<file path="src/design/mjs_pkg.sv">
`default_nettype none
package mjs_pkg;

   localparam int SUM_W        = 64;
   localparam int LG_FRAC_BITS = 32;

   typedef logic [SUM_W-1:0] sum_type;

endpackage
`default_nettype wire

</file>
<file path="src/design/mjs_xlg.sv">
`default_nettype none
module mjs_xlg #(
   parameter int XW = 17
) (
   input  wire logic            clock,
   input  wire logic            reset,
   input  wire logic            start,
   input  wire logic [XW-1:0]   x,
   output logic                 done,
   output mjs_pkg::sum_type     result
);
   import mjs_pkg::*;

   localparam int KW = $clog2(XW);

   localparam logic [2:0] X_IDLE = 3'd0;
   localparam logic [2:0] X_SQ   = 3'd1;
   localparam logic [2:0] X_MUL0 = 3'd2;
   localparam logic [2:0] X_MUL1 = 3'd3;
   localparam logic [2:0] X_DONE = 3'd4;

   logic [2:0]              state_ff, state_in;
   logic [XW-1:0]           x_ff, x_in;
   logic [KW-1:0]           k_ff, k_in;
   logic [30:0]             m_ff, m_in;
   logic [LG_FRAC_BITS-1:0] frac_ff, frac_in;
   logic [4:0]              cnt_ff, cnt_in;
   sum_type                 p_ff, p_in;
   sum_type                 result_ff, result_in;

   logic [KW-1:0]           k_calc;
   logic [30:0]             m_init;
   logic [61:0]             sq;
   logic [31:0]             sq_sh;
   logic [XW+31:0]          pf;
   logic [XW+KW-1:0]        pk;

   always_comb begin
      k_calc = '0;
      for (int i = 0; i < XW; i++) begin
         if (x[i]) begin
            k_calc = KW'(i);
         end
      end
      m_init = 31'(x) << (5'd30 - 5'(k_calc));
      sq     = {31'd0, m_ff} * {31'd0, m_ff};
      sq_sh  = sq[61:30];
      pf     = {32'd0, x_ff} * {{XW{1'b0}}, frac_ff};
      pk     = {{KW{1'b0}}, x_ff} * {{XW{1'b0}}, k_ff};
   end

   always_comb begin
      state_in  = state_ff;
      x_in      = x_ff;
      k_in      = k_ff;
      m_in      = m_ff;
      frac_in   = frac_ff;
      cnt_in    = cnt_ff;
      p_in      = p_ff;
      result_in = result_ff;
      unique case (state_ff)
         X_IDLE: begin
            if (start) begin
               x_in    = x;
               k_in    = k_calc;
               m_in    = m_init;
               frac_in = '0;
               cnt_in  = '0;
               if (x < XW'(2)) begin
                  result_in = '0;
                  state_in  = X_DONE;
               end else begin
                  state_in = X_SQ;
               end
            end
         end
         X_SQ: begin
            if (sq_sh[31]) begin
               m_in    = sq_sh[31:1];
               frac_in = {frac_ff[LG_FRAC_BITS-2:0], 1'b1};
            end else begin
               m_in    = sq_sh[30:0];
               frac_in = {frac_ff[LG_FRAC_BITS-2:0], 1'b0};
            end
            cnt_in = cnt_ff + 5'd1;
            if (cnt_ff == 5'd31) begin
               state_in = X_MUL0;
            end
         end
         X_MUL0: begin
            p_in     = SUM_W'(pf);
            state_in = X_MUL1;
         end
         X_MUL1: begin
            result_in = p_ff + (SUM_W'(pk) << LG_FRAC_BITS);
            state_in  = X_DONE;
         end
         X_DONE: begin
            state_in = X_IDLE;
         end
         default: begin
            state_in = X_IDLE;
         end
      endcase
   end

   always_ff @(posedge clock) begin
      if (reset) begin
         state_ff <= X_IDLE;
      end else begin
         state_ff <= state_in;
      end
      x_ff      <= x_in;
      k_ff      <= k_in;
      m_ff      <= m_in;
      frac_ff   <= frac_in;
      cnt_ff    <= cnt_in;
      p_ff      <= p_in;
      result_ff <= result_in;
   end

   assign done   = (state_ff == X_DONE);
   assign result = result_ff;

endmodule
`default_nettype wire

</file>
<file path="config.mk">
export PLATFORM = sky130hd
export DESIGN_NAME = mjs_xlg
export DESIGN_NICKNAME = d
export VERILOG_FILES = /design/src/design/mjs_pkg.sv /design/src/design/mjs_xlg.sv
export SDC_FILE = /design/constraint.sdc
export NUM_CORES = 2
export LEC_CHECK = 0
export BUFFER_PORTS_ARGS = -buffer_cell sky130_fd_sc_hd__buf_2
export CAP_MARGIN = 20
export CORE_UTILIZATION = 60
export CTS_CLUSTER_DIAMETER = 150
export DETAILED_ROUTE_END_ITERATION = 10
export GPL_TIMING_DRIVEN = 0
export PLACE_DENSITY = 0.8
export SYNTH_ARGS = -nofsm -noshare
export SYNTH_HDL_FRONTEND = slang
export SYNTH_SLANG_ARGS = --single-unit
</file>
<file path="constraint.sdc">
create_clock -name clock -period 7.8 [get_ports clock]
set_input_delay 1.56 -clock clock [delete_from_list [all_inputs] [get_ports clock]]
set_output_delay 1.56 -clock clock [all_outputs]
set_load 0.02 [all_outputs]
</file>
# --- Yosys cells after proc, flatten, opt, wreduce, memory -nomap -nowiden ---
# Index checks and enable logic that the tools add are counted.
word_totals:
  regBits: 206
  inputBits: 20
  out_inout_bits: 65
  word_cells: 62
op_classes:
  n_addsub: 3
  n_mul: 3
  magnitude_cmp: 1
  eq_ne: 8
  shift: 1
  muxes: 31
  n_reduce_logical: 7
op_table:
  columns: ["operator", "count"]
  rows:
  - ["64-bit 2-to-1 mux", 2]
  - ["64-bit one-hot mux with 2 select lines", 1]
  - ["5-bit 2-to-1 mux", 15]
  - ["32-bit one-hot mux with 2 select lines", 1]
  - ["31-bit by 31-bit multiplier with 62-bit output", 1]
  - ["31-bit 2-to-1 mux", 2]
  - ["31-bit one-hot mux with 2 select lines", 1]
  - ["49-bit by 54-bit adder with 55-bit output", 1]
  - ["17-bit by 32-bit multiplier with 49-bit output", 1]
  - ["32-bit 2-to-1 mux", 1]
  - ["17-bit by 5-bit left shift with 31-bit output", 1]
  - ["17-bit by 5-bit multiplier with 22-bit output", 1]
  - ["17-bit by 2-bit < comparator with 1-bit output, second input constant", 1]
  - ["3-bit one-hot mux with 4 select lines", 1]
  - ["5-bit one-hot mux with 2 select lines", 1]
  - ["3-bit 2-to-1 mux", 3]
  - ["3-bit by 2-bit equality test with 1-bit output, second input constant", 2]
  - ["2-bit != test, second input constant", 3]
  - ["2-bit AND reduction", 3]
  - ["5-bit by 1-bit adder with 5-bit output, second input constant", 1]
  - ["5-bit equality test, second input constant", 1]
  - ["5-bit subtractor, first input constant", 1]
  - ["2-bit nonzero test", 2]
  - ["3-bit by 1-bit equality test with 1-bit output, second input constant", 1]
  - ["5 further kinds", 6]

# --- Logic depth before layout (Yosys ltp) ---
depth:
  ltp_word: 20
  mapped_depth: 32
  ltp_nobuf: 28

# --- Least setup slack after synthesis ---
# Ideal clock, no wire load.
synth_path:
  path_type: "reg-to-reg"
  startpoint: "register m_ff[9]"
  endpoint: "register m_ff[28] (data pin)"
  setup_time_ns: 0.265
  arrival_ns: 7.793
  t_required_ns: 7.535
  slack_ns: -0.258
  path_stages_with_launch: 28
  n_path_buf: 2
  synth_period_minus_slack_ns: 8.058
  path_cell_list: "edfxtp_1 -> clkbuf_1 -> clkbuf_1 -> nand2_1 -> fa_1 -> fa_1 -> inv_1 -> fa_1 -> inv_1 -> fa_1 -> inv_1 -> fa_1 -> fa_1 -> fa_1 -> inv_1 -> fa_1 -> inv_1 -> ha_1 -> a21o_1 -> o41a_1 -> or4_1 -> a21oi_1 -> o31ai_2 -> a31oi_4 -> o221ai_1 -> or3_1 -> a21oi_1 -> o21ai_0"
synth_between:
  elab_chain_len: 3
synth_rtl:
  columns: ["element", "line", "rtl"]
  rows:
  - ["from (decl)", "mjs_xlg.sv:25", "logic [30:0] m_ff, m_in;"]
  - ["from (signal assigned)", "mjs_xlg.sv:115", "m_ff <= m_in;"]
  - ["31-bit by 31-bit multiplier with 62-bit output", "mjs_xlg.sv:46", "sq = {31'd0, m_ff} * {31'd0, m_ff};"]
  - ["31-bit 2-to-1 mux", "mjs_xlg.sv:78", "if (sq_sh[31]) begin"]
  - ["31-bit one-hot mux with 2 select lines", "mjs_xlg.sv:61", "unique case (state_ff)"]
  - ["net m_in[28]", "mjs_xlg.sv:25", null]
# The timed path passes the listed nets, and every way through them passes these cells.
# A chain may end at the register's enable or synchronous reset.

# --- Worst setup path after layout ---
layout_path:
  startpoint: "register m_ff[9]"
  endpoint: "register m_ff[7] (data pin)"
# Same word-level chain as after synthesis.

==> PnR_summary.wiki <==
{| class="wikitable"
! Metric !! Value
|-
| Biggest fanout along the worst timing path || 9
|-
| Placed wire-length estimate after detailed placement || 134.2 mm
|-
| Number of antenna violations at the first check in global routing || 10
|-
| Area of the multi-input gates || 44100 sq um
|-
| Global-route congestion overflow total || 0
|-
| Worst Path Buf+Inv || 6
|-
| Peak clock frequency supported by timing || 116.0 MHz
|-
| Post-synth ARST share || 0%
|-
| Number of clock buffers inserted by TritonCTS || 17
|-
| Standard cell core area || 90700 sq um
|-
| Number of remaining DRC errors || 0
|-
| Cell row count || 110
|-
| Share of the cycle needed by the critical path after routing || 110.5%
|-
| Share of final-layout standard cells stronger than drive strength 1 || 10.89%
|-
| Initial core utilization || 60.98%
|-
| Post-synthesis sequential area ratio || 10.59%
|-
| Via density per instance || 5.911
|-
| Unrepaired setup endpoints after global routing || true
|-
| Normalized max-slew margin || 29.40%
|-
| Setup violation total in the final timing report || 48
|-
| Final hold violations || 0
|-
| Via Count || 43395
|-
| Type of the worst setup path || reg2reg
|-
| Leading cell types in the layout, fill and taps excluded || sky130_fd_sc_hd__inv_1, sky130_fd_sc_hd__fa_1, sky130_fd_sc_hd__nand2_1
|-
| Total routing resource utilization after global routing || 37.27%
|-
| Cell area after technology mapping || 55310 sq um
|-
| Minimum setup slack in the final design || -822.3 ps
|-
| Final number of max-transition violations || 0
|-
| Number of flops mapped to enable cells by yosys || 193
|-
| Final wirelength || 169.7 mm
|-
| Worst Clk Skew || 17.03 ps
|-
| Die footprint || 93400 sq um
|-
| Most common library cell in the layout ignoring fill and taps || sky130_fd_sc_hd__inv_1
|-
| Clock sink total || 196
|-
| Run status || finished with violations
|-
| Top flip-flop cell by instance count after synthesis || sky130_fd_sc_hd__edfxtp_1
|-
| Wire length per cell || 23.11 microns
|-
| CP top delay family || adder cells
|-
| Clock tree from TritonCTS || built
|-
| Number of instances in the synthesized netlist || 5885
|-
| Endpoint required time on the critical path || 8070 ps
|-
| Arrival time reported for the critical path endpoint || 8890 ps
|-
| Overall die width || 305.6 microns
|-
| Clock Latency Late Sink || 490 ps
|-
| Fill cell count || 6755
|-
| Top cell type's share of synthesized area || 44.95%
|-
| Area contributors post-synth || sky130_fd_sc_hd__fa_1, sky130_fd_sc_hd__edfxtp_1, sky130_fd_sc_hd__ha_1
|-
| Iteration-0 DRC count of the detailed router || 4866
|-
| Count of yosys warnings during synthesis || 0
|-
| Crit-path slowest cell || sky130_fd_sc_hd__fa_1
|-
| Net count of the finished layout || 7854
|-
| Class of the most critical hold timing path || reg2reg
|-
| Largest net degree at the start of global routing || 32
|-
| Number of max-cap violations || 0
|-
| Critical path's most frequent cell || sky130_fd_sc_hd__fa_1
|-
| CTS Root Cell || sky130_fd_sc_hd__clkbuf_16
|-
| Top cell type by total area after synthesis || sky130_fd_sc_hd__fa_1
|-
| Category of the worst setup path launch point || register
|-
| I/O Pins || 85
|-
| Post-route antenna net violation count || 0
|-
| IO Port Bufs || 75
|-
| Number of global-route vias before repair || 45548
|-
| H-tree levels || 4
|-
| Worst-Margin Slew || 1054 ps
|-
| Core utilization of the finished layout || 67.92%
|-
| Bufs on Longest Clock Path || 2
|-
| Mean instance size in the synthesized netlist || 9.398 sq um
|-
| Final min period || 8622 ps
|-
| Clock-pin transition on the worst setup and hold timing paths || 90 ps
|-
| Failing checks || setup timing
|-
| Distinct cells, synth || 84
|-
| CP peak stage delay || 580 ps
|-
| Type of element capturing the critical path || register
|-
| Layout overhead on the synthesized area || 11.39%
|-
| Sequential cell area || 5856 sq um
|-
| Die height || 305.6 microns
|-
| Wire length of the first global-routing pass || 261.1 mm
|-
| Flops & latches, synth || 196
|-
| Placer Congestion || 1.022
|-
| First-pass detailed-route iteration total || 9
|}
-- layer usage --
metal  share of wire (%)  up-vias  global-route usage (%)
li1                    -    18149                       -
met2                  43     2855                   54.88
met1                  36    21700                   49.05
met4                 5.1       12                   15.29
met3                  15      679                   14.93
met5                0.10        -                  0.4651
-- worst paths after layout --
| path | from | to | slack (ps) | depth (start not counted) |
|---|---|---|---|---|
| worst max-delay path | m_ff[9] | m_ff[7] | -820 | 27 |
| worst min-delay path | p_ff[25] | result[25] | 520 | 1 |
| worst max register to register | m_ff[9] | m_ff[7] | -820 | 27 |
| worst min register to register | p_ff[25] | result[25] | 520 | 1 |
-- area by class of cell --
type	instances	share of cell area [%]
flip-flops and latches	196	9.505
repair buffers	260	3.560
multi-input cells	3988	71.59
diodes	5	0.02031
clock buffers	20	0.7413
clock inverters	12	0.2275
well taps	1176	2.388
plain buffers	248	3.166
inverters	1437	8.804
-- cell usage after synthesis, drive strengths merged, types with 15 or more instances --
library cell / number
fa: 1242
inv: 1437
nor3: 30
nor2b: 25
buf: 22
nand3: 32
nand2b: 23
ha: 444
nand2: 821
mux2i: 38
and3: 16
o21a: 22
a21o: 38
o21ai: 92
nor2: 173
a211oi: 22
a21oi: 165
edfxtp: 193
and2: 432
xnor2: 82
o21bai: 23
a31oi: 15
clkbuf: 251
o22ai: 15
nand4: 21
xor2: 46
-- worst register-to-register path, stage by stage, from the launching register on --
cell and delay [ps]:
sky130_fd_sc_hd__edfxtp_1 510, sky130_fd_sc_hd__clkbuf_16 200, sky130_fd_sc_hd__buf_12 160, sky130_fd_sc_hd__and2_4 180, sky130_fd_sc_hd__inv_1 60, sky130_fd_sc_hd__fa_1 510
sky130_fd_sc_hd__fa_1 580, sky130_fd_sc_hd__fa_1 460, sky130_fd_sc_hd__fa_1 530, sky130_fd_sc_hd__inv_1 60, sky130_fd_sc_hd__fa_1 560, sky130_fd_sc_hd__fa_1 440
sky130_fd_sc_hd__fa_2 580, sky130_fd_sc_hd__fa_1 480, sky130_fd_sc_hd__ha_4 360, sky130_fd_sc_hd__nand4_4 140, sky130_fd_sc_hd__nor4_4 350, sky130_fd_sc_hd__nand3_4 120
sky130_fd_sc_hd__a31oi_4 180, sky130_fd_sc_hd__nor3_4 70, sky130_fd_sc_hd__buf_12 150, sky130_fd_sc_hd__a2111oi_4 350, sky130_fd_sc_hd__nor3_2 100, sky130_fd_sc_hd__a31oi_4 250
sky130_fd_sc_hd__buf_6 150, sky130_fd_sc_hd__xor2_4 370, sky130_fd_sc_hd__nor2_1 170, sky130_fd_sc_hd__o32ai_2 320
-- cell families (layout without fill, tap and decap cells) --
logic type / after synthesis / after routing / share of synthesized area, %
buf+inv: 1710 / 1977 / 11.71
fa+ha+maj: 1686 / 1686 / 55.00
xor+xnor: 128 / 129 / 2.041
compound gates: 487 / 487 / 5.665
other cells: 1 / 14 / 0.006780
flops: 196 / 196 / 10.59
simple gates: 1626 / 1626 / 13.87
mux: 51 / 51 / 1.115
-- through the flow --
stage	instances	setup slack, ps	setup TNS [ps]	area (sq um)	hold slack [ps]
4_1_cts	7300	-584.9	-15590	60810	520.1
2_1_floorplan	5893	16.01	0	55420	496.7
3_5_place_dp	7153	-2167	-85430	57470	502.4
3_3_place_gp	7144	-2246	-291650	57270	498.2
6_report	7342	-822.3	-24610	61610	515.5
5_1_grt	7339	-944.6	-35880	61600	525.9
-- timing repair --
action | 4_1_cts | 5_1_grt
gates cloned | 5 | 2
pin swaps | 112 | 71
hold buffers | 0 | 0
setup endpoints to repair | 53 | 58
buffers inserted | 134 | 35
gates resized for setup | 416 | 121
-- flip-flops by register name, summed over array words and instances, names as in the netlist --
| register | flops |
|---|---|
| result | 55 |
| p_ff | 49 |
| frac_ff | 32 |
| m_ff | 31 |
| x_ff | 17 |
| cnt_ff | 5 |
| k_ff | 4 |
| state_ff | 3 |
Power is left out: the tool's default activity adds up to more than one toggle a clock period on the data nets, which glitch-free logic cannot reach.
