### config.mk
export PLATFORM = sky130hd
export DESIGN_NAME = mjs_div
export DESIGN_NICKNAME = d
export VERILOG_FILES = /design/src/design/mjs_pkg.sv /design/src/design/mjs_div.sv
export SDC_FILE = /design/constraint.sdc
export NUM_CORES = 1
export LEC_CHECK = 0
export BUFFER_PORTS_ARGS = -buffer_cell sky130_fd_sc_hd__buf_2
export CAP_MARGIN = 20
export CORE_MARGIN = 3
export CORE_UTILIZATION = 30
export DETAILED_ROUTE_END_ITERATION = 8
export PLACE_DENSITY_LB_ADDON = 0.05
export REMOVE_ABC_BUFFERS = 1
export SLEW_MARGIN = 10
export SYNTH_ARGS = -nofsm -noshare
export SYNTH_HDL_FRONTEND = slang
export SYNTH_SLANG_ARGS = --single-unit
export TNS_END_PERCENT = 30
### constraint.sdc
create_clock -name clock -period 4.45 [get_ports clock]
set_input_delay 0.89 -clock clock [delete_from_list [all_inputs] [get_ports clock]]
set_output_delay 0.89 -clock clock [all_outputs]
set_load 0.1 [all_outputs]
### src/design/mjs_pkg.sv
`default_nettype none
package mjs_pkg;

   localparam int SUM_W        = 64;
   localparam int LG_FRAC_BITS = 32;

   typedef logic [SUM_W-1:0] sum_type;

endpackage
`default_nettype wire

### src/design/mjs_div.sv
`default_nettype none
module mjs_div #(
   parameter int VW = 17
) (
   input  wire logic            clock,
   input  wire logic            reset,
   input  wire logic            start,
   input  wire mjs_pkg::sum_type dividend,
   input  wire logic [VW-1:0]   divisor,
   output logic                 done,
   output mjs_pkg::sum_type     quotient
);
   import mjs_pkg::*;

   localparam int CW = $clog2(SUM_W);

   localparam logic [1:0] D_IDLE = 2'd0;
   localparam logic [1:0] D_RUN  = 2'd1;
   localparam logic [1:0] D_DONE = 2'd2;

   logic [1:0]    state_ff, state_in;
   sum_type       quo_ff, quo_in;
   logic [VW-1:0] rem_ff, rem_in;
   logic [VW-1:0] dvs_ff, dvs_in;
   logic [CW-1:0] cnt_ff, cnt_in;
   logic [VW:0]   trial;
   logic [VW:0]   diff;

   always_comb begin
      trial = {rem_ff, quo_ff[SUM_W-1]};
      diff  = trial - {1'b0, dvs_ff};
   end

   always_comb begin
      state_in = state_ff;
      quo_in   = quo_ff;
      rem_in   = rem_ff;
      dvs_in   = dvs_ff;
      cnt_in   = cnt_ff;
      unique case (state_ff)
         D_IDLE: begin
            if (start) begin
               quo_in   = dividend;
               rem_in   = '0;
               dvs_in   = divisor;
               cnt_in   = '0;
               state_in = D_RUN;
            end
         end
         D_RUN: begin
            if (trial >= {1'b0, dvs_ff}) begin
               rem_in = diff[VW-1:0];
               quo_in = {quo_ff[SUM_W-2:0], 1'b1};
            end else begin
               rem_in = trial[VW-1:0];
               quo_in = {quo_ff[SUM_W-2:0], 1'b0};
            end
            cnt_in = cnt_ff + CW'(1);
            if (cnt_ff == CW'(SUM_W - 1)) begin
               state_in = D_DONE;
            end
         end
         D_DONE: begin
            state_in = D_IDLE;
         end
         default: begin
            state_in = D_IDLE;
         end
      endcase
   end

   always_ff @(posedge clock) begin
      if (reset) begin
         state_ff <= D_IDLE;
      end else begin
         state_ff <= state_in;
      end
      quo_ff <= quo_in;
      rem_ff <= rem_in;
      dvs_ff <= dvs_in;
      cnt_ff <= cnt_in;
   end

   assign done     = (state_ff == D_DONE);
   assign quotient = quo_ff;

endmodule
`default_nettype wire

# == Word-level counts from Yosys, hierarchy flattened ==
# Cells that the tools add are included.
# totals
reg_bits,106
elab_cells,29
ram_bits,0
rom_bits,0
latchBits,0
mem_count,0
in_bits,84
# op_classes
n_eq_ne,5
n_mux,11
bitwise_logic,0
reduce_logical,5
n_mul,0
n_shift,0
add_sub_neg,2
div,0
magnitude_cmp,1
# op_table
operator,n
$pmux 64 s2,1
$mux 64,1
$mux 17,2
$pmux 17 s2,1
$ge 18x17->1,1
$sub 17x17->17,1
$pmux 6 s2,1
$add 6x1->6 const B,1
$eq 6x6->1 const B,1
$mux 6,1
$reduce_and 2->1,3
$mux 2,2
$ne 2x2->1 const B,2
$pmux 2 s2,1
$eq 2x1->1 const B,1
$eq 2x2->1 const B,1
$logic_not 2->1,1
$reduce_bool 2->1,1
$mux 1,1

# == Logic depth before layout (Yosys ltp) ==
# Gate-level depths: netlist of the first run.
# logic_depth
word_depth,3
depth_mapped,12

# == Least setup slack after synthesis of the first run ==
# No wires, ideal clock.
# synth_timing
path_type,input to register
start,input start
end,register cnt_ff[0] (enable)
setup_slack_ns,0.436
setup_time_ns,0.408
stages,2
t_arrival_ns,3.606
path_buffers,0
path_cell_list,nor3b_1 > or2_2
# synth_between
elab_chain_cells,2
# synth_lines
element,line_no,rtl
"start, declared",mjs_div.sv:7,"input wire logic start,"
$ne 2x2->1 (no source line),--,
$reduce_and 2->1 (no source line),--,
"end signal, assigned",mjs_div.sv:81,cnt_ff <= cnt_in;
"end, declared",mjs_div.sv:25,"logic [CW-1:0] cnt_ff, cnt_in;"
# No other way between the ends.
# A chain may end at the register's enable or synchronous reset.

# == Final worst setup path of the first run ==
# layout_timing
start,"register quo_ff[63], in the netlist quotient[63]"
end,register rem_ff[10] (data pin)
# layout_between
elab_chain_cells,3
elab_cells_between_ends,4
classes_between,add/sub (1); order compare (1); mux (2)
# layout_lines
element,line_no,rtl
"start, declared",mjs_div.sv:22,"sum_type quo_ff, quo_in;"
"start signal, assigned",mjs_div.sv:78,quo_ff <= quo_in;
$sub 17x17->17 or $ge 18x17->1 (tied branches),"mjs_div.sv:31, mjs_div.sv:51",
$mux 17 (*),mjs_div.sv:51,"if (trial >= {1'b0, dvs_ff}) begin"
$pmux 17 s2 (*),mjs_div.sv:40,unique case (state_ff)
"end signal, assigned",mjs_div.sv:79,rem_ff <= rem_in;
"end, declared",mjs_div.sv:23,"logic [VW-1:0] rem_ff, rem_in;"
# Every way passes the cells marked *; elsewhere a longest branch is shown, timed or not.

==> tab_implementation.tex, run 1 <==
\begin{tabular}{lr}
\hline
Metric & Value \\
\hline
\multicolumn{2}{l}{\textbf{Layout}} \\
Number of diodes & 0 \\
Share of post-route cells with drive strength above 1 & 0.2694 \\
Area growth syn-to-layout & 24.22\% \\
Post-Layout Cell Count & 877 \\
Final std cell area, no fill & 6506 sq um \\
Net count of the finished layout & 755 \\
\multicolumn{2}{l}{\textbf{Logic synthesis}} \\
Number of synthesized flops with an enable pin & 104 \\
Combinational family with the most area after synthesis & simple AND/OR/NAND/NOR gates \\
Yosys warnings & 0 \\
Adder-cell share of the synthesized area & 0.04682 \\
Cell area after synthesis & 5238 sq um \\
Synthesis-stage register bit count & 106 \\
Area share of xor/xnor cells in the synthesized design & 0.02843 \\
Synthesized-area fraction occupied by and/or/nand/nor cells & 0.2059 \\
Post-synth ARST share & 0 \\
Most frequently used flop master after synthesis & edfxtp\_1 \\
Post-synthesis sequential area ratio & 0.6039 \\
Synthesized netlist cell count & 509 \\
Mean instance size in the synthesized netlist & 10.29 sq um \\
Portion of netlist area occupied by mux cells & 0.02102 \\
Cell variety after synth & 42 \\
Area fraction in compound gates after synthesis & 0.06426 \\
\multicolumn{2}{l}{\textbf{CTS}} \\
Number of buffers between clock root and the deepest sink & 2 \\
CTS HTree Levels & 3 \\
Sinks on Clock Net & 106 \\
Buffer cell driving the clock tree root & clkbuf\_16 \\
Resize count post-CTS & 0 \\
CTS tree & built \\
Inserted Clock Buffers & 9 \\
Hold-fix buffer count after cts & 0 \\
Total setup buffers inserted after CTS & 0 \\
Worst-skew pair later-pin latency & 0.35 ns \\
Clock Pin Slew Worst Setup and Hold Paths & 0.07 ns \\
\multicolumn{2}{l}{\textbf{Timing}} \\
Headroom to the max-slew limit & 0.4538 \\
Fin. max-slew vios & 0 \\
Achievable frequency & 318.9 MHz \\
Fraction of the cycle the final worst path needs & 0.7048 \\
Worst Clk Skew & 0.009905 ns \\
Post-layout minimum cycle time & 3.136 ns \\
Sum Neg Setup Slack & 0 ns \\
Final number of setup-violating endpoints & 0 \\
Measured slew at the worst slew-check pin & 0.8193 ns \\
Hold violation total from the final report & 0 \\
RSZ-0062 raised after global routing & false \\
\multicolumn{2}{l}{\textbf{Global route}} \\
Pin count of the biggest net entering global routing & 71 \\
Congestion Overflow GR & 0 \\
Via count of the first global-routing pass & 4086 \\
Global-route wire length before repair & 20820 um \\
Total global-route track usage & 0.1337 \\
Antenna violations before repair & 2 \\
\multicolumn{2}{l}{\textbf{Routing}} \\
DR DRC count & 0 \\
Violation count after the first detailed-route iteration & 168 \\
Vias post-DR & 3997 \\
First-pass detailed-route iteration total & 4 \\
Remaining antenna violation count & 0 \\
Routed WL per cell & 14.84 um \\
Via density & 4.558 \\
Total Routed Length & 13010 um \\
\multicolumn{2}{l}{\textbf{Worst setup path}} \\
Worst Setup Start Kind & flop \\
Crit path largest cell delay & 0.52 ns \\
Startpoint-to-endpoint class of the critical path & reg -> reg \\
Sequence of cells on the critical path & inv\_1 > ha\_1 > inv\_1 > fa\_1 > a21o\_1 > and4\_1 > o21ai\_0 > a21oi\_1 > nor2\_4 > mux2i\_1 > nor2\_1 \\
Cell seen most often among critical-path stages & inv\_1 \\
Critical path fanouts, max & 17 \\
Sum of buffers and inverters on the critical path & 2 \\
Type of element capturing the critical path & flop \\
Worst path required time & 4.51 ns \\
Arr. time, crit path & 3.20 ns \\
Slowest stage cell, crit path & nor2\_4 \\
Worst path top cell family by delay & simple AND/OR/NAND/NOR gates \\
\multicolumn{2}{l}{\textbf{Placed design}} \\
HPWL after detailed placement & 9022 um \\
Area after detailed placement & 6230 sq um \\
Instance count after placement with tap cells included & 861 \\
PortBufs & 148 \\
Placer's final routability congestion estimate & 0.8083 \\
\multicolumn{2}{l}{\textbf{Floorplan}} \\
Chip height & 138.1 um \\
Standard cell core area & 16820 sq um \\
Initial core utilization & 0.3114 \\
Top-level I/O count & 149 \\
Die Footprint & 19080 sq um \\
Die width & 138.1 um \\
Standard-cell row count & 47 \\
\multicolumn{2}{l}{\textbf{Worst hold path}} \\
Class of the tightest hold or removal check & reg -> reg \\
\multicolumn{2}{l}{\textbf{Run status}} \\
Result of the run & completed \\
\multicolumn{2}{l}{\textbf{Flow run}} \\
MaxCap Viol Count & 0 \\
\multicolumn{2}{l}{\textbf{Power and ir drop}} \\
Leakage power figure & 2.999 nW \\
Highest ir drop seen on vdd & 0.2021 mV \\
Power per Cell Area & 489.7 nW/um\^{}2 \\
\hline
\end{tabular}
registers in the layout (all words and copies together), names as in the netlist:
register	cells
quotient	64
dvs_ff	17
rem_ff	17
cnt_ff	6
state_ff	2
path summary, 6_finish.rpt:
kind	startpoint	to	slack [ns]	cells after the start
worst max-delay path	quotient[63]	rem_ff[10]	1.31	11
worst min-delay path	quotient[32]	quotient[33]	0.53	2
worst max register to register	quotient[63]	rem_ff[10]	1.31	11
worst min register to register	quotient[32]	quotient[33]	0.53	2
final cells by class:
cell class                 count  area, sq um
multi-input combinational    364         1937
tap                          220        275.3
sequential                   106         3163
clock inverter                 7        51.30
clock buffer                   9        225.2
fill                        1741        10310
timing repair buffer         152        783.3
inverter                      19        71.32
cell usage after synthesis, drive strengths merged (2+ instances only):
library cell / instances / area [sq um]
xor2: 9 / 78.83
a21o: 2 / 15.01
nor2b: 4 / 25.02
a211oi: 2 / 15.01
edfxtp: 104 / 3123
or3: 3 / 23.77
a31oi: 2 / 12.51
xnor2: 8 / 70.07
nand3: 5 / 25.02
o21ai: 15 / 75.07
nand2: 206 / 773.2
buf: 3 / 20.01
a21oi: 19 / 98.85
ha: 18 / 225.2
inv: 19 / 71.32
dfxtp: 2 / 40.04
mux2i: 11 / 110.1
nor3: 5 / 25.02
nand4: 3 / 18.77
nor2: 28 / 112.6
clkbuf: 17 / 63.81
o211ai: 4 / 30.03
nand2b: 5 / 31.28
layer usage:
layer / GRT usage / part of all wire
met1: 0.1694 / 0.45
met5: 0 / 0.0019
met3: 0.04972 / 0.074
met2: 0.2153 / 0.47
met4: 0.03900 / 0.012
power breakdown:
| part | switching [mW] | internal [mW] | total, mW |
|---|---|---|---|
| combinational | 0.853 | 0.252 | 1.11 |
| clock | 0.383 | 0.385 | 0.769 |
| sequential | 0.0613 | 1.25 | 1.31 |
| total | 1.30 | 1.89 | 3.19 |
placed cells by master (no fill, tap or decap), drive strengths merged, types with 4 or more instances in the layout:
| cell | instances |
|---|---|
| ha | 18 |
| clkbuf | 9 |
| xnor2 | 8 |
| a21oi | 19 |
| nand2b | 5 |
| o21ai | 15 |
| nand3 | 5 |
| nand2 | 206 |
| edfxtp | 104 |
| nor2b | 4 |
| xor2 | 9 |
| mux2i | 11 |
| nor2 | 28 |
| o211ai | 4 |
| inv | 22 |
| buf | 152 |
| nor3 | 5 |
kinds of logic after synthesis:
group / count (synthesis)
multiplexers: 11
flip-flops: 106
AND/OR/NAND/NOR: 265
adder cells (fa/ha/maj): 19
buffers and inverters: 39
AO/OA/AOI/OAI: 52
XOR/XNOR: 17
per-stage QoR:
| step | total power [mW] | hold WS (ns) | utilization | setup slack [ns] |
|---|---|---|---|---|
| 2_1_floorplan | 2.222 | 0.5487 | - | 0.04993 |
| 3_3_place_gp | 2.446 | 0.5156 | 0.3704 | 1.370 |
| 3_5_place_dp | 2.448 | 0.5195 | 0.3704 | 1.291 |
| 4_1_cts | 3.239 | 0.5393 | 0.3868 | 1.282 |
| 5_1_grt | 3.354 | 0.5683 | 0.3868 | 1.016 |
| 6_report | 3.186 | 0.5316 | 0.3868 | 1.314 |
worst reg2reg max path: cells and delay by family, from the launching register on:
kind	cells	cell delay, ns
mux	1	0.27
simple gates	3	0.78
compound gates	3	0.71
buf+inv	2	0.12
flops	1	0.40
fa+ha+maj	2	0.56
No activity file was read; power rests on OpenSTA's default activity.
==> run 2: changes to the inputs <==
ABC_AREA = 1   (was not set)
clock period = 2.91 ns   (was 4.45 ns; I/O delays follow)
==> tab_implementation.tex, run 2 <==
\begin{tabular}{lr}
\hline
Metric & Value \\
\hline
\multicolumn{2}{l}{\textbf{Timing}} \\
Hold violation total from the final report & 0 (unchanged) \\
Measured slew at the worst slew-check pin & 0.9439 ns (was 0.8193 ns) \\
Fraction of the cycle the final worst path needs & 0.8228 (was 0.7048) \\
Final number of setup-violating endpoints & 0 (unchanged) \\
RSZ-0062 raised after global routing & false (unchanged) \\
Sum Neg Setup Slack & 0 ns (unchanged) \\
Achievable frequency & 417.7 MHz (was 318.9 MHz) \\
Worst Clk Skew & 0.006690 ns (was 0.009905 ns) \\
Final hold slack & 0.4041 ns (was 0.5316 ns) \\
Post-layout minimum cycle time & 2.394 ns (was 3.136 ns) \\
Fin. max-slew vios & 0 (unchanged) \\
Headroom to the max-slew limit & 0.3707 (was 0.4538) \\
\multicolumn{2}{l}{\textbf{Logic synthesis}} \\
Most frequently used flop master after synthesis & edfxtp\_1 (unchanged) \\
Most frequent cells after synthesis & nand2\_1 (316), edfxtp\_1 (104), inv\_1 (82) (was nand2\_1 (206), edfxtp\_1 (104), nor2\_1 (27)) \\
Dominant cells by area after synthesis & edfxtp\_1 (54\%), nand2\_1 (21\%), inv\_1 (5.3\%) (was edfxtp\_1 (60\%), nand2\_1 (15\%), ha\_1 (4.3\%)) \\
Number of synthesized flops with an enable pin & 104 (unchanged) \\
Cell variety after synth & 34 (was 42) \\
Post-synthesis sequential area ratio & 0.5473 (was 0.6039) \\
Synthesized netlist cell count & 676 (was 509) \\
Most repeated cell in the gate-level netlist after synthesis & nand2\_1 (unchanged) \\
Post-synth ARST share & 0 (unchanged) \\
Area share of the leading cell type in the synthesized netlist & 0.5404 (was 0.5963) \\
Synthesis-stage register bit count & 106 (unchanged) \\
Mean instance size in the synthesized netlist & 8.549 sq um (was 10.29 sq um) \\
Yosys warnings & 0 (unchanged) \\
Biggest area consumer among synthesized cells & edfxtp\_1 (unchanged) \\
Cell area after synthesis & 5779 sq um (was 5238 sq um) \\
\multicolumn{2}{l}{\textbf{Run status}} \\
Result of the run & completed (unchanged) \\
\multicolumn{2}{l}{\textbf{Global route}} \\
Grt peak-use layer & met2 (unchanged) \\
Met3 demand-to-capacity share in global routing & 0.04765 (was 0.04972) \\
Global-route wire length before repair & 23940 um (was 20820 um) \\
Antenna violations before repair & 4 (was 2) \\
Met2 routing resource usage after global routing & 0.2318 (was 0.2153) \\
Via count of the first global-routing pass & 4727 (was 4086) \\
Congestion Overflow GR & 0 (unchanged) \\
Total global-route track usage & 0.1454 (was 0.1337) \\
Pin count of the biggest net entering global routing & 85 (was 71) \\
Global routing usage on met1 & 0.1843 (was 0.1694) \\
\multicolumn{2}{l}{\textbf{Placed design}} \\
Area after detailed placement & 6803 sq um (was 6230 sq um) \\
PortBufs & 148 (unchanged) \\
HPWL after detailed placement & 10630 um (was 9022 um) \\
Placer's final routability congestion estimate & 0.8209 (was 0.8083) \\
\multicolumn{2}{l}{\textbf{Worst setup path}} \\
Critical path fanouts, max & 15 (was 17) \\
Type of element capturing the critical path & flop (unchanged) \\
Worst Setup Start Kind & flop (unchanged) \\
Worst path top cell family by delay & simple AND/OR/NAND/NOR gates (unchanged) \\
Startpoint-to-endpoint class of the critical path & reg -> reg (unchanged) \\
Slowest stage cell, crit path & edfxtp\_1 (was nor2\_4) \\
Crit path largest cell delay & 0.41 ns (was 0.52 ns) \\
Arr. time, crit path & 2.51 ns (was 3.20 ns) \\
Cell seen most often among critical-path stages & nand2\_1 (was inv\_1) \\
Sum of buffers and inverters on the critical path & 2 (unchanged) \\
Worst path required time & 3.02 ns (was 4.51 ns) \\
Sequence of cells on the critical path & ha\_1 > nand2\_1 > inv\_1 > nand2\_1 > nand2\_1 > nand2\_1 > nand2\_1 > nor2\_4 > nand2\_4 > nand2\_1 > nand2\_1 > nand2\_1 > inv\_1 (was inv\_1 > ha\_1 > inv\_1 > fa\_1 > a21o\_1 > and4\_1 > o21ai\_0 > a21oi\_1 > nor2\_4 > mux2i\_1 > nor2\_1) \\
\multicolumn{2}{l}{\textbf{CTS}} \\
Total setup buffers inserted after CTS & 0 (unchanged) \\
Resize count post-CTS & 0 (unchanged) \\
Hold-fix buffer count after cts & 0 (unchanged) \\
Number of buffers between clock root and the deepest sink & 2 (unchanged) \\
Inserted Clock Buffers & 9 (unchanged) \\
CTS HTree Levels & 3 (unchanged) \\
Sinks on Clock Net & 106 (unchanged) \\
Worst-skew pair later-pin latency & 0.35 ns (about the same) \\
Clock Pin Slew Worst Setup and Hold Paths & 0.08 ns (was 0.07 ns) \\
CTS tree & built (unchanged) \\
Buffer cell driving the clock tree root & clkbuf\_16 (unchanged) \\
\multicolumn{2}{l}{\textbf{Floorplan}} \\
Initial core utilization & 0.3069 (was 0.3114) \\
Standard-cell row count & 50 (was 47) \\
Die Footprint & 20970 sq um (was 19080 sq um) \\
Standard cell core area & 18830 sq um (was 16820 sq um) \\
Die width & 144.8 um (was 138.1 um) \\
Top-level I/O count & 149 (unchanged) \\
Chip height & 144.8 um (was 138.1 um) \\
\multicolumn{2}{l}{\textbf{Routing}} \\
Vias post-DR & 4732 (was 3997) \\
First-pass detailed-route iteration total & 5 (was 4) \\
Via density & 4.353 (was 4.558) \\
DR DRC count & 0 (unchanged) \\
Remaining antenna violation count & 0 (unchanged) \\
Total Routed Length & 14880 um (was 13010 um) \\
Routed WL per cell & 13.69 um (was 14.84 um) \\
Violation count after the first detailed-route iteration & 269 (was 168) \\
\multicolumn{2}{l}{\textbf{Layout}} \\
Area growth syn-to-layout & 22.75\% (was 24.22\%) \\
Max FFs per register & 64 (unchanged) \\
Highest-count cells in the layout ignoring fill and taps & nand2\_1 (316), buf\_2 (148), edfxtp\_1 (104) (was nand2\_1 (206), buf\_2 (148), edfxtp\_1 (104)) \\
Sequential cell area & 3163 sq um (unchanged) \\
Number of diodes & 0 (unchanged) \\
Total of fill cells in the finished design & 1994 (was 1741) \\
Final std cell area, no fill & 7094 sq um (was 6506 sq um) \\
Commonest non-fill, non-tap cell in the layout & nand2\_1 (unchanged) \\
Net count of the finished layout & 925 (was 755) \\
Share of post-route cells with drive strength above 1 & 0.2455 (was 0.2694) \\
Multi-input combinational cell area & 2202 sq um (was 1937 sq um) \\
\multicolumn{2}{l}{\textbf{Worst hold path}} \\
Class of the tightest hold or removal check & in -> reg (was reg -> reg) \\
\multicolumn{2}{l}{\textbf{Flow run}} \\
MaxCap Viol Count & 0 (unchanged) \\
\multicolumn{2}{l}{\textbf{Power and ir drop}} \\
Highest ir drop seen on vdd & 0.2755 mV (was 0.2021 mV) \\
Power per Cell Area & 713.9 nW/um\^{}2 (was 489.7 nW/um\^{}2) \\
Leakage power figure & 3.593 nW (was 2.999 nW) \\
\hline
\end{tabular}
==> run 2: changes by cell type after synthesis, moves of 6 or more <==
cell and delta:
nand3_1 +13, nor2_1 +15, nand3b_1 +9, a21oi_1 -6, inv_1 +63, nand3_2 +6
nor2_2 +10, o21ai_0 -13, buf_2 +9, xnor2_1 -7, mux2i_1 -11, clkbuf_1 -11
nand2_1 +110
==> run 2: final timing paths <==
path | startpoint | endpoint | cells after the start | slack, ns
min reg2reg | quotient[60] | quotient[61] | 2 | 0.55
min | divisor[9] | dvs_ff[9] | 1 | 0.40
max reg2reg | rem_ff[11] | rem_ff[16] | 13 | 0.52
max | rem_ff[11] | rem_ff[16] | 13 | 0.52
==> run 2: cell families (layout without fill, tap and decap cells) <==
| logic type | count (synthesis) | count (layout) | synth area share |
|---|---|---|---|
| fa+ha+maj | 19 | 19 | 0.04243 |
| buf+inv | 105 | 256 | 0.07577 |
| compound gates | 15 | 15 | 0.01342 |
| xor+xnor | 7 | 7 | 0.01061 |
| flops | 106 | 106 | 0.5473 |
| simple gates | 424 | 424 | 0.3105 |
==> run 2: cell type report <==
type                    instances  area share
clock buffers                  10     0.03228
multi-input cells             465      0.3104
clock inverters                 6    0.008818
well taps                     260     0.04586
repair buffers                155      0.1118
inverters                      85     0.04497
flip-flops and latches        106      0.4459
==> run 2: layer usage <==
layer,wire length [um],up-vias
li1,-,2416
met1,6593,2162
met2,6870,123
met3,1118,23
met4,268,8
met5,33,-
==> run 2: where the power goes <==
group,internal (mW),leakage (nW),switching (mW)
clock network,0.672,0.147,0.588
logic,0.401,2.37,1.42
registers,1.90,1.07,0.0869
total,2.97,3.59,2.09
==> run 2: through the flow <==
| stage | utilization | total power [mW] | worst slack, ns | std cells |
|---|---|---|---|---|
| after CTS | 0.3767 | 5.143 | 0.5083 | 1087 |
| after global routing | 0.3767 | 5.361 | 0.2706 | 1087 |
| after global placement | 0.3613 | 3.853 | 0.5925 | 1071 |
| after floorplan | - | 3.476 | -2.504 | 656 |
| after detailed placement | 0.3613 | 3.852 | 0.5177 | 1071 |
| final | 0.3767 | 5.065 | 0.5157 | 1087 |
